===== config.mk =====
export PLATFORM = sky130hd
export DESIGN_NAME = sssc_ctrl
export DESIGN_NICKNAME = d
export VERILOG_FILES = /design/src/rtl/sssc_pkg.sv /design/src/rtl/sssc_ctrl.sv
export SDC_FILE = /design/constraint.sdc
export NUM_CORES = 1
export LEC_CHECK = 0
export ABC_AREA = 1
export BUFFER_PORTS_ARGS = -buffer_cell sky130_fd_sc_hd__buf_2
export CAP_MARGIN = 10
export CORE_AREA = 2 2 39 41
export DETAILED_ROUTE_END_ITERATION = 10
export DIE_AREA = 0 0 41 43
export PLACE_DENSITY = 0.41
export SETUP_SLACK_MARGIN = 0.3
export SYNTH_ARGS = -nofsm -noshare
export SYNTH_HDL_FRONTEND = slang
export SYNTH_SLANG_ARGS = --single-unit
export TNS_END_PERCENT = 1

===== constraint.sdc =====
create_clock -name clk -period 0.8 [get_ports clk]
set_clock_uncertainty 0.05 [all_clocks]
set_input_delay 0.08 -clock clk [delete_from_list [all_inputs] [get_ports clk]]
set_output_delay 0.08 -clock clk [all_outputs]
set_load 0.01 [all_outputs]

===== src/rtl/sssc_pkg.sv =====
// Shared types and defaults for the stack sortability checker.
`timescale 1ns / 1ps

package sssc_pkg;

  localparam int STACK_DEPTH_DEF = 1024;
  localparam int NUMBER_BITS_DEF = 16;
  localparam int ITEM_BITS       = 16;
  localparam int OUT_BYTE_BITS   = 8;

  typedef struct packed {
    logic accept;
    logic pop;
    logic load_top;
    logic emit;
  } dp_cmd_t;

  typedef struct packed {
    logic serve;
    logic can_pop;
    logic below;
    logic out_free;
  } dp_status_t;

endpackage


===== src/rtl/sssc_ctrl.sv =====
// Controller state machine: accept, drain run, refill top, give verdict.
`timescale 1ns / 1ps

module sssc_ctrl (
  input  logic                 clk,
  input  logic                 rst,
  input  logic                 in_valid,
  input  logic                 in_last,
  output logic                 in_ready,
  input  sssc_pkg::dp_status_t status,
  output sssc_pkg::dp_cmd_t    cmd
);

  import sssc_pkg::*;

  typedef enum logic [1:0] {
    IDLE,
    DRAIN,
    FETCH,
    VERDICT
  } state_t;

  state_t state;
  state_t state_next;
  logic   final_pend;
  logic   final_pend_next;

  always_comb begin
    state_next      = state;
    final_pend_next = final_pend;
    cmd             = '0;
    in_ready        = 1'b0;
    case (state)
      IDLE: begin
        in_ready = 1'b1;
        if (in_valid) begin
          cmd.accept      = 1'b1;
          final_pend_next = in_last;
          if (status.serve || in_last) begin
            state_next = DRAIN;
          end
        end
      end
      DRAIN: begin
        if (status.can_pop) begin
          cmd.pop    = 1'b1;
          state_next = status.below ? FETCH : DRAIN;
        end else if (final_pend) begin
          state_next = VERDICT;
        end else begin
          state_next = IDLE;
        end
      end
      FETCH: begin
        cmd.load_top = 1'b1;
        state_next   = DRAIN;
      end
      VERDICT: begin
        if (status.out_free) begin
          cmd.emit        = 1'b1;
          final_pend_next = 1'b0;
          state_next      = IDLE;
        end
      end
      default: begin
        state_next = IDLE;
      end
    endcase
  end

  always_ff @(posedge clk) begin
    if (rst) begin
      state      <= IDLE;
      final_pend <= 1'b0;
    end else begin
      state      <= state_next;
      final_pend <= final_pend_next;
    end
  end

`ifndef NO_ASSERTIONS
  a_verdict_final: assert property (@(posedge clk) disable iff (rst)
    cmd.emit |-> final_pend)
    else $error("verdict given outside a final item");

  a_fetch_after_pop: assert property (@(posedge clk) disable iff (rst)
    cmd.load_top |-> $past(cmd.pop))
    else $error("stack top refill without a pop");

  a_serve_drains: assert property (@(posedge clk) disable iff (rst)
    cmd.accept && status.serve |=> state == DRAIN)
    else $error("served word not followed by a drain check");
`endif

endmodule


==> metrics.md, run 1 <==
| Metric | Value |
|---|---|
| Outcome | finished with violations |
| Failing checks | negative hold slack, negative setup slack |
| Syn Inst Count | 30 |
| Seq cells post-synth | 3 |
| Initial antenna violation count | 0 |
| Async SR Flop Fraction | 0 |
| Aggregate routed wire length | 523 um |
| Largest net degree at the start of global routing | 7 |
| Met2 Use GR | 0.0688 |
| WP data required | 0.67 ns |
| Crit Path Class | flop to output port |
| Leak Pwr | 0.172 nW |
| Mapped Avg Cell Area | 6.34 sq um |
| Input/output buffers | 12 |
| Die area | 1760 sq um |
| Clock sinks | 3 |
| Area leader, netlist | dfxtp_1 |
| Multi-input gate area | 121 sq um |
| Setup ws final | -0.260 ns |
| Rows | 14 |
| Detailed-route via count | 253 |
| Reg area | 67.6 sq um |
| Critical path arrival | 0.93 ns |
| Ys Warns | 0 |
| DR DRC count | 0 |
| Period utilisation layout | 1.33 |
| Synth unique cells | 14 |
| RSZ-0062 raised after global routing | yes |
| Largest stage delay, worst path | 0.36 ns |
| Die W | 41 um |
| Vias per cell | 3.89 |
| Number of CTS-inserted buffers | 3 |
| Post-synthesis mux area share | 0 |
| Sequential area share after synthesis | 0.316 |
| Syn nets | 38 |
| Crit start category | flop |
| Main area contributors after synthesis | dfxtp_1 32%, nand2_1 14%, inv_1 7.9% |
| Synth Area in Simple Gates | 0.355 |
| Max Cap Viol | 0 |
| Top FF cell, synth | dfxtp_1 |
| Routed WL per cell | 8.05 um |
| H-tree depth | 1 |
| Die Y | 43 um |
| Number of global-route vias before repair | 176 |
| Clock Path Buffers | 2 |
| Pre-CTS WS | -0.119 ns |
| Post-synthesis adder-cell area fraction | 0 |
| Combinational family with the most area after synthesis | simple AND/OR/NAND/NOR gates |
| PwrDens | 1710 nW/um^2 |
| Global-route wire length before repair | 745 um |
| Gr busiest metal | met1 |
| Filler cell count | 168 |
| Share of cells above drive strength 1 | 0.551 |
| Crit path capture type | output port |
| Post-route ant nets | 0 |
| Max Clock Freq | 943 MHz |
| CTS root buf | clkbuf_4 |
| Final non-filler cell total | 65 |
| Total Nets Final | 58 |
| Initial DRC count | 4 |
| Met3 usage | 0.0314 |
| DRT Pass-1 Iters | 2 |
| Hold Slack | -0.0241 ns |
| Tmin final | 1.06 ns |
| Initial Utilization | 0.137 |
| GRT Overall Usage | 0.0671 |
| Measured slew at the worst slew-check pin | 0.153 ns |
| Largest fanout on the critical path | 6 |
| # IOs | 13 |
| Area growth from synthesis to layout | 82.9% |
| Final Hold Fails | 3 |
| Maximum VDD drop | 457 uV |
| Mapped Area | 190 sq um |
| Diode count | 0 |
| EDFF count, synth | 0 |
| Rel. slew slack | 0.898 |
| DP HPWL | 407 um |
| Final Setup Violations | 8 |
| Post-synthesis compound-gate area fraction | 0.204 |
| Critical path's slowest cell | dfxtp_4 |
| Met1 Usage GRT | 0.0958 |
| Synth top area share | 0.316 |
| Clock transition at path regs | 0.04 ns |
| Hold Crit Class | input pin to flop |
| CTS tree | yes |
| XOR/XNOR Fraction of Synth Area | 0 |
| Inst Count DP | 58 |
| Core Area | 1380 sq um |
| GP Congestion | 0.733 |
| Skew-Pair Late Insertion Delay | 0.23 ns |
| Worst path cell trace | nor2_4 -> nand2_2 -> clkinv_2 -> buf_6 |
| Pins Over Slew Limit | 0 |
| Grt ovf | 0 |
[layer usage]
metal | wire length [um] | vias to the layer above | share of wire
met5 | 0 | - | 0
met4 | 11 | 0 | 0.021
met3 | 49 | 2 | 0.094
met2 | 221 | 12 | 0.42
met1 | 241 | 105 | 0.46
li1 | - | 134 | -
[cell usage after synthesis (2+ instances only)]
library cell / instances
nand2_1: 7
inv_1: 4
dfxtp_1: 3
a21oi_1: 2
nand3_1: 2
nor2_1: 2
nor2_2: 2
o211ai_1: 2
[what timing repair did]
action                                  4_1_cts  5_1_grt
resized for setup                             4        0
buffers inserted                              3        0
pin swaps                                     3        1
endpoints found under the setup margin        8        8
gates cloned                                  0        0
endpoints found under the hold margin         3        1
[critical path: cells and delay by family, from the launching register on]
| family | cells | cell delay (ns) |
|---|---|---|
| buffers and inverters | 2 | 0.14 |
| DFF | 1 | 0.36 |
| and+or+nand+nor | 2 | 0.20 |
[placed cells by master, fill, tap and decap left out, drive strengths merged]
cell type	n
a21oi	3
buf	15
clkbuf	4
clkinv	1
dfxtp	3
inv	5
nand2	8
nand3	2
nor2	4
nor3	1
o211ai	2
o21ai	1
[flip-flops by register name, summed over array words and instances (netlist names)]
signal and cells:
final_pend 1, state 2
[cells by family (layout without fill, tap and decap cells)]
family | after synthesis | after routing
buf+inv | 6 | 25
compound gates | 6 | 6
flops | 3 | 3
simple gates | 15 | 15
[power breakdown]
group / switching [mW] / internal [mW] / total, mW
logic: 0.0717 / 0.0741 / 0.146
registers: 0.0186 / 0.161 / 0.179
clock network: 0.0824 / 0.187 / 0.270
[path summary, 6_finish.rpt]
path | start | endpoint | slack [ns] | cells after the start
worst min-delay path | rst | state[0] | -0.02 | 2
worst max register to register | state[0] | state[0] | -0.25 | 7
worst max-delay path | state[1] | cmd[3] | -0.26 | 4
worst min register to register | final_pend | final_pend | 0.46 | 2
[stage by stage]
stage,power (mW),cell area (sq um),TNS [ns],utilization
floorplan,0.252,200,-0.177,-
global placement,0.301,280,-0.385,0.203
detailed placement,0.301,280,-0.395,0.203
CTS,0.607,348,-1.78,0.251
global route,0.633,348,-2.16,0.251
finish,0.595,348,-1.71,0.251
[area by class of cell]
type	instances	share of cell area
inverters	6	0.0683
flip-flops and latches	3	0.194
clock buffers	4	0.0755
well taps	16	0.0576
repair buffers	15	0.255
multi-input cells	21	0.349
Note: power is estimated with default switching activity, not from simulation.
==> run 2: changes to the inputs <==
REMOVE_ABC_BUFFERS = 1   (was default)
==> metrics.md, run 2 (synthesized netlist as in run 1, its figures left out) <==
| Metric | Value |
|---|---|
| Worst R2R Setup Slack | -0.21 ns (was -0.25 ns) |
| DP HPWL | 429 um (was 407 um) |
| Critical path arrival | 0.93 ns (about the same) |
| Crit start category | flop (unchanged) |
| Clock Path Buffers | 2 (unchanged) |
| Measured slew at the worst slew-check pin | 0.189 ns (was 0.153 ns) |
| GRT Overall Usage | 0.0651 (was 0.0671) |
| Hold Slack | -0.0253 ns (was -0.0241 ns) |
| Gr busiest metal | met2 (was met1) |
| PwrDens | 1730 nW/um^2 (was 1710 nW/um^2) |
| DRT Pass-1 Iters | 1 (was 2) |
| CTS tree | yes (unchanged) |
| Skew-Pair Late Insertion Delay | 0.23 ns (about the same) |
| Reg with most FFs | state (unchanged) |
| Maximum VDD drop | 585 uV (was 457 uV) |
| # IOs | 13 (unchanged) |
| Routed WL per cell | 7.58 um (was 8.05 um) |
| Initial Utilization | 0.137 (unchanged) |
| Post-route cell area | 342 sq um (was 348 sq um) |
| Rel. slew slack | 0.874 (was 0.898) |
| Vias per cell | 3.73 (was 3.89) |
| CTS root buf | clkbuf_4 (unchanged) |
| Die Y | 43 um (unchanged) |
| Diode count | 0 (unchanged) |
| Crit Path Class | flop to output port (unchanged) |
| Top Registers | state: 2 flops, final_pend: 1 flops (unchanged) |
| Leak Pwr | 0.169 nW (was 0.172 nW) |
| WP data required | 0.67 ns (about the same) |
| Post-placement cell area | 278 sq um (was 280 sq um) |
| Buffers and inverters on the worst path | 2 (unchanged) |
| Max reg flops | 2 (unchanged) |
| Total Nets Final | 57 (was 58) |
| Number of CTS-inserted buffers | 3 (unchanged) |
| Met1 Usage GRT | 0.0543 (was 0.0958) |
| GP Congestion | 0.616 (was 0.733) |
| Setup TNS | -1.59 ns (was -1.71 ns) |
| Area growth from synthesis to layout | 79.6% (was 82.9%) |
| Pins Over Slew Limit | 0 (unchanged) |
| Clock transition at path regs | 0.04 ns (about the same) |
| Most frequent cells in the layout | 10 x buf_2, 7 x nand2_1, 4 x inv_1, 3 x clkbuf_4 (was 11 x buf_2, 7 x nand2_1, 4 x inv_1, 3 x clkbuf_4, 3 x buf_4) |
| CP top delay family | flip-flops (unchanged) |
| H-tree depth | 1 (unchanged) |
| Commonest non-fill, non-tap cell in the layout | buf_2 (unchanged) |
| Max Cap Viol | 0 (unchanged) |
| Met2 Use GR | 0.100 (was 0.0688) |
| Crit path capture type | output port (unchanged) |
| Core Area | 1380 sq um (unchanged) |
| Clock sinks | 3 (unchanged) |
| Outcome | finished with violations (unchanged) |
| Post-route ant nets | 0 (unchanged) |
| Rows | 14 (unchanged) |
| Final Setup Violations | 8 (unchanged) |
| RSZ-0062 raised after global routing | yes (unchanged) |
| Number of global-route vias before repair | 222 (was 176) |
| Largest stage delay, worst path | 0.36 ns (about the same) |
| Detailed-route via count | 239 (was 253) |
| Global-route wire length before repair | 738 um (was 745 um) |
| Largest net degree at the start of global routing | 7 (unchanged) |
| Max Clock Freq | 942 MHz (was 943 MHz) |
| Largest fanout on the critical path | 6 (unchanged) |
| Hold Crit Class | input pin to flop (unchanged) |
| Die W | 41 um (unchanged) |
| Initial DRC count | 0 (was 4) |
| Input/output buffers | 12 (unchanged) |
| Reg area | 67.6 sq um (unchanged) |
| Grt ovf | 0 (unchanged) |
| Met3 usage | 0.0524 (was 0.0314) |
| Critical path's slowest cell | dfxtp_4 (unchanged) |
| Worst path cell trace | nor2_4 -> nand2_2 -> clkinv_2 -> buf_6 (unchanged) |
| Failing checks | negative hold slack, negative setup slack (unchanged) |
| Aggregate routed wire length | 485 um (was 523 um) |
| Period utilisation layout | 1.33 (about the same) |
| Initial antenna violation count | 0 (unchanged) |
| Final Hold Fails | 2 (was 3) |
| Filler cell count | 166 (was 168) |
| DR DRC count | 0 (unchanged) |
| Share of cells above drive strength 1 | 0.542 (was 0.551) |
| Multi-input gate area | 116 sq um (was 121 sq um) |
| Tmin final | 1.06 ns (about the same) |
| Setup ws final | -0.262 ns (was -0.260 ns) |
| Die area | 1760 sq um (unchanged) |
-- run 2: changes by cell type in the layout (fill, tap and decap cells not counted) --
cell    change
nor2_2      +1
nor2_4      -1
buf_4       -1
buf_6       +1
buf_2       -1
-- run 2: metrics by stage --
step	setup WS, ns	std cells	util	total power [mW]	hold WS, ns
finish	-0.262	64	0.247	0.592	-0.0253
global route	-0.313	64	0.247	0.646	-0.0353
floorplan	-0.176	30	-	0.245	0.0924
global placement	-0.174	59	0.201	0.301	0.229
CTS	-0.278	64	0.247	0.611	-0.0336
detailed placement	-0.186	59	0.201	0.303	0.230
-- run 2: area by class of cell --
type / count / share of cell area
flip-flops and latches: 3 / 0.198
well taps: 16 / 0.0586
inverters: 6 / 0.0696
multi-input cells: 21 / 0.341
repair buffers: 14 / 0.256
clock buffers: 4 / 0.0769
-- run 2: path summary, 6_finish.rpt --
check,start,endpoint,cells past startpoint
worst max-delay path,state[0],cmd[3],4
worst min-delay path,rst,state[0],2
worst max register to register,state[0],final_pend,5
worst min register to register,final_pend,final_pend,2
-- run 2: report_power, final --
group | leakage (nW) | switching (mW) | internal, mW
clock network | 0.0150 | 0.0774 | 0.187
registers | 0.0260 | 0.0173 | 0.161
logic | 0.128 | 0.0695 | 0.0803
total | 0.169 | 0.164 | 0.428
-- run 2: layer usage --
layer / up-vias / part of all wire
met1: 105 / 0.41
met4: 0 / 0
met5: - / 0
met3: 0 / 0.039
li1: 130 / -
met2: 4 / 0.55
-- run 2: timing repair --
item	4_1_cts	5_1_grt
setup buffers	1	0
setup endpoints to repair	8	8
pin swaps	4	0
resized for setup	8	0
hold endpoints to repair	3	3
-- run 2: worst reg2reg max path: stages (launching register included) --
cell and delay [ns]:
dfxtp_4 0.36, nor2_4 0.13, nand2_2 0.07, buf_4 0.12, o211ai_1 0.07, a21oi_1 0.08
==> run 3: changes to the inputs <==
HOLD_SLACK_MARGIN = 0.06   (was default)
PLACE_DENSITY = 0.4   (was 0.41)
clock period = 1.3 ns   (was 0.8 ns; I/O delays follow)
==> metrics.md, run 3 (synthesized netlist as in run 1, its figures left out) <==
| Metric | Value |
|---|---|
| Hold Crit Class | input pin to flop (unchanged) |
| Total Nets Final | 56 (was 57) |
| Outcome | finished, final reports clean (was finished with violations) |
| Measured slew at the worst slew-check pin | 0.155 ns (was 0.189 ns) |
| Clock Path Buffers | 2 (unchanged) |
| Die W | 41 um (unchanged) |
| Post-route cell area | 335 sq um (was 342 sq um) |
| Crit start category | flop (unchanged) |
| Post-placement cell area | 270 sq um (was 278 sq um) |
| # IOs | 13 (unchanged) |
| PwrDens | 1040 nW/um^2 (was 1730 nW/um^2) |
| CTS tree | yes (unchanged) |
| Period utilisation layout | 0.855 |
| GRT Overall Usage | 0.0672 (was 0.0651) |
| Largest fanout on the critical path | 6 (unchanged) |
| Post-route ant nets | 0 (unchanged) |
| Setup TNS | 0 ns (was -1.59 ns) |
| Initial antenna violation count | 0 (unchanged) |
| Tmin final | 1.11 ns |
| Input/output buffers | 12 (unchanged) |
| Final Setup Violations | 0 (was 8) |
| DP HPWL | 415 um (was 429 um) |
| Rows | 14 (unchanged) |
| Die area | 1760 sq um (unchanged) |
| Total power | 349 uW (was 592 uW) |
| Pins Over Slew Limit | 0 (unchanged) |
| Critical path arrival | 0.93 ns (about the same) |
| Detailed-route via count | 237 (was 239) |
| Commonest non-fill, non-tap cell in the layout | buf_2 (unchanged) |
| Clock sinks | 3 (unchanged) |
| H-tree depth | 1 (unchanged) |
| Clock transition at path regs | 0.04 ns (about the same) |
| Top Registers | state: 2 flops, final_pend: 1 flops (unchanged) |
| WP data required | 1.12 ns (was 0.67 ns) |
| Crit Path Class | flop to output port (unchanged) |
| Largest net degree at the start of global routing | 7 (unchanged) |
| Min-Delay Startpoint | in_last (was rst) |
| Leak Pwr | 0.161 nW (was 0.169 nW) |
| Vias per cell | 3.76 (was 3.73) |
| Maximum VDD drop | 338 uV (was 585 uV) |
| Core Area | 1380 sq um (unchanged) |
| Hold Slack | 0.118 ns (was -0.0253 ns) |
| R2r startpoint | state[0] (unchanged) |
| Share of cells above drive strength 1 | 0.553 (was 0.542) |
| Max reg flops | 2 (unchanged) |
| Initial DRC count | 0 (unchanged) |
| Max Clock Freq | 900 MHz |
| CTS root buf | clkbuf_4 (unchanged) |
| Rel. slew slack | 0.896 (was 0.874) |
| Global-route wire length before repair | 772 um (was 738 um) |
| Number of CTS-inserted buffers | 3 (unchanged) |
| Skew-Pair Late Insertion Delay | 0.23 ns (about the same) |
| Initial Utilization | 0.137 (unchanged) |
| Area growth from synthesis to layout | 76.3% (was 79.6%) |
| Grt ovf | 0 (unchanged) |
| Most frequent cells in the layout | 11 x buf_2, 6 x nand2_1, 4 x inv_1, 3 x clkbuf_4 (was 10 x buf_2, 7 x nand2_1, 4 x inv_1, 3 x clkbuf_4) |
| DR DRC count | 0 (unchanged) |
| DRT Pass-1 Iters | 1 (unchanged) |
| RSZ-0062 raised after global routing | yes (unchanged) |
| Max Cap Viol | 0 (unchanged) |
| Crit path capture type | output port (unchanged) |
| Reg with most FFs | state (unchanged) |
| GP Congestion | 0.661 (was 0.616) |
| Number of global-route vias before repair | 235 (was 222) |
| Routed WL per cell | 7.62 um (was 7.58 um) |
| Final Hold Fails | 0 (was 2) |
| Die Y | 43 um (unchanged) |
| Aggregate routed wire length | 480 um (was 485 um) |
| Origin of the worst setup path | state[1] (was state[0]) |
| Diode count | 0 (unchanged) |
## run 3: changes by cell type in the layout (fill, tap and decap cells not counted)
cell and change:
buf_4 -2, buf_2 +1, buf_6 -1, dlygate4sd3_1 +1
nand2_1 -1, nand2_2 +1, nor2_1 -1, nor2_2 +1
## run 3: final cells by class
cell class / count / area [sq um]
repair buffers: 13 / 76.3
fillers: 166 / 1050
clock buffers: 4 / 26.3
flip-flops and latches: 3 / 67.6
inverters: 6 / 23.8
multi-input cells: 21 / 121
well taps: 16 / 20.0
## run 3: path summary, 6_finish.rpt
path	end	slack, ns	cells past startpoint
worst min register to register	final_pend	0.44	2
worst min-delay path	final_pend	0.12	3
worst max-delay path	cmd[3]	0.19	4
worst max register to register	state[0]	0.37	6
## run 3: critical path: stages, from the launching register on
cell and delay [ns]:
dfxtp_4 0.36, nor2_4 0.13, nand2_2 0.07, clkinv_2 0.05, buf_6 0.09
## run 3: per-stage QoR
step / setup slack (ns) / utilization / std cells
global placement: 0.315 / 0.195 / 58
detailed placement: 0.306 / 0.195 / 58
floorplan: 0.324 / - / 30
CTS: 0.171 / 0.239 / 63
finish: 0.188 / 0.242 / 63
global route: 0.139 / 0.242 / 63
## run 3: where the power goes
group          total, mW  leakage (nW)  internal (mW)  switching, mW
combinational     0.0785         0.120         0.0379         0.0406
clock              0.161        0.0150          0.115         0.0457
sequential         0.110        0.0260         0.0990         0.0113
## run 3: repair_timing
action / in CTS / in global routing
pin swaps: 3 / 3
gates resized for setup: 7 / 2
hold buffers: 1 / 0
endpoints found under the hold margin: 3 / 0
endpoints found under the setup margin: 6 / 6
buffers inserted: 0 / 0
## run 3: layer usage
metal,wire [um],up-vias,GRT usage
met2,283,4,0.122
met3,30,0,0.0157
met1,166,104,0.0513
met4,0,0,0.0600
li1,-,129,-
met5,0,-,0
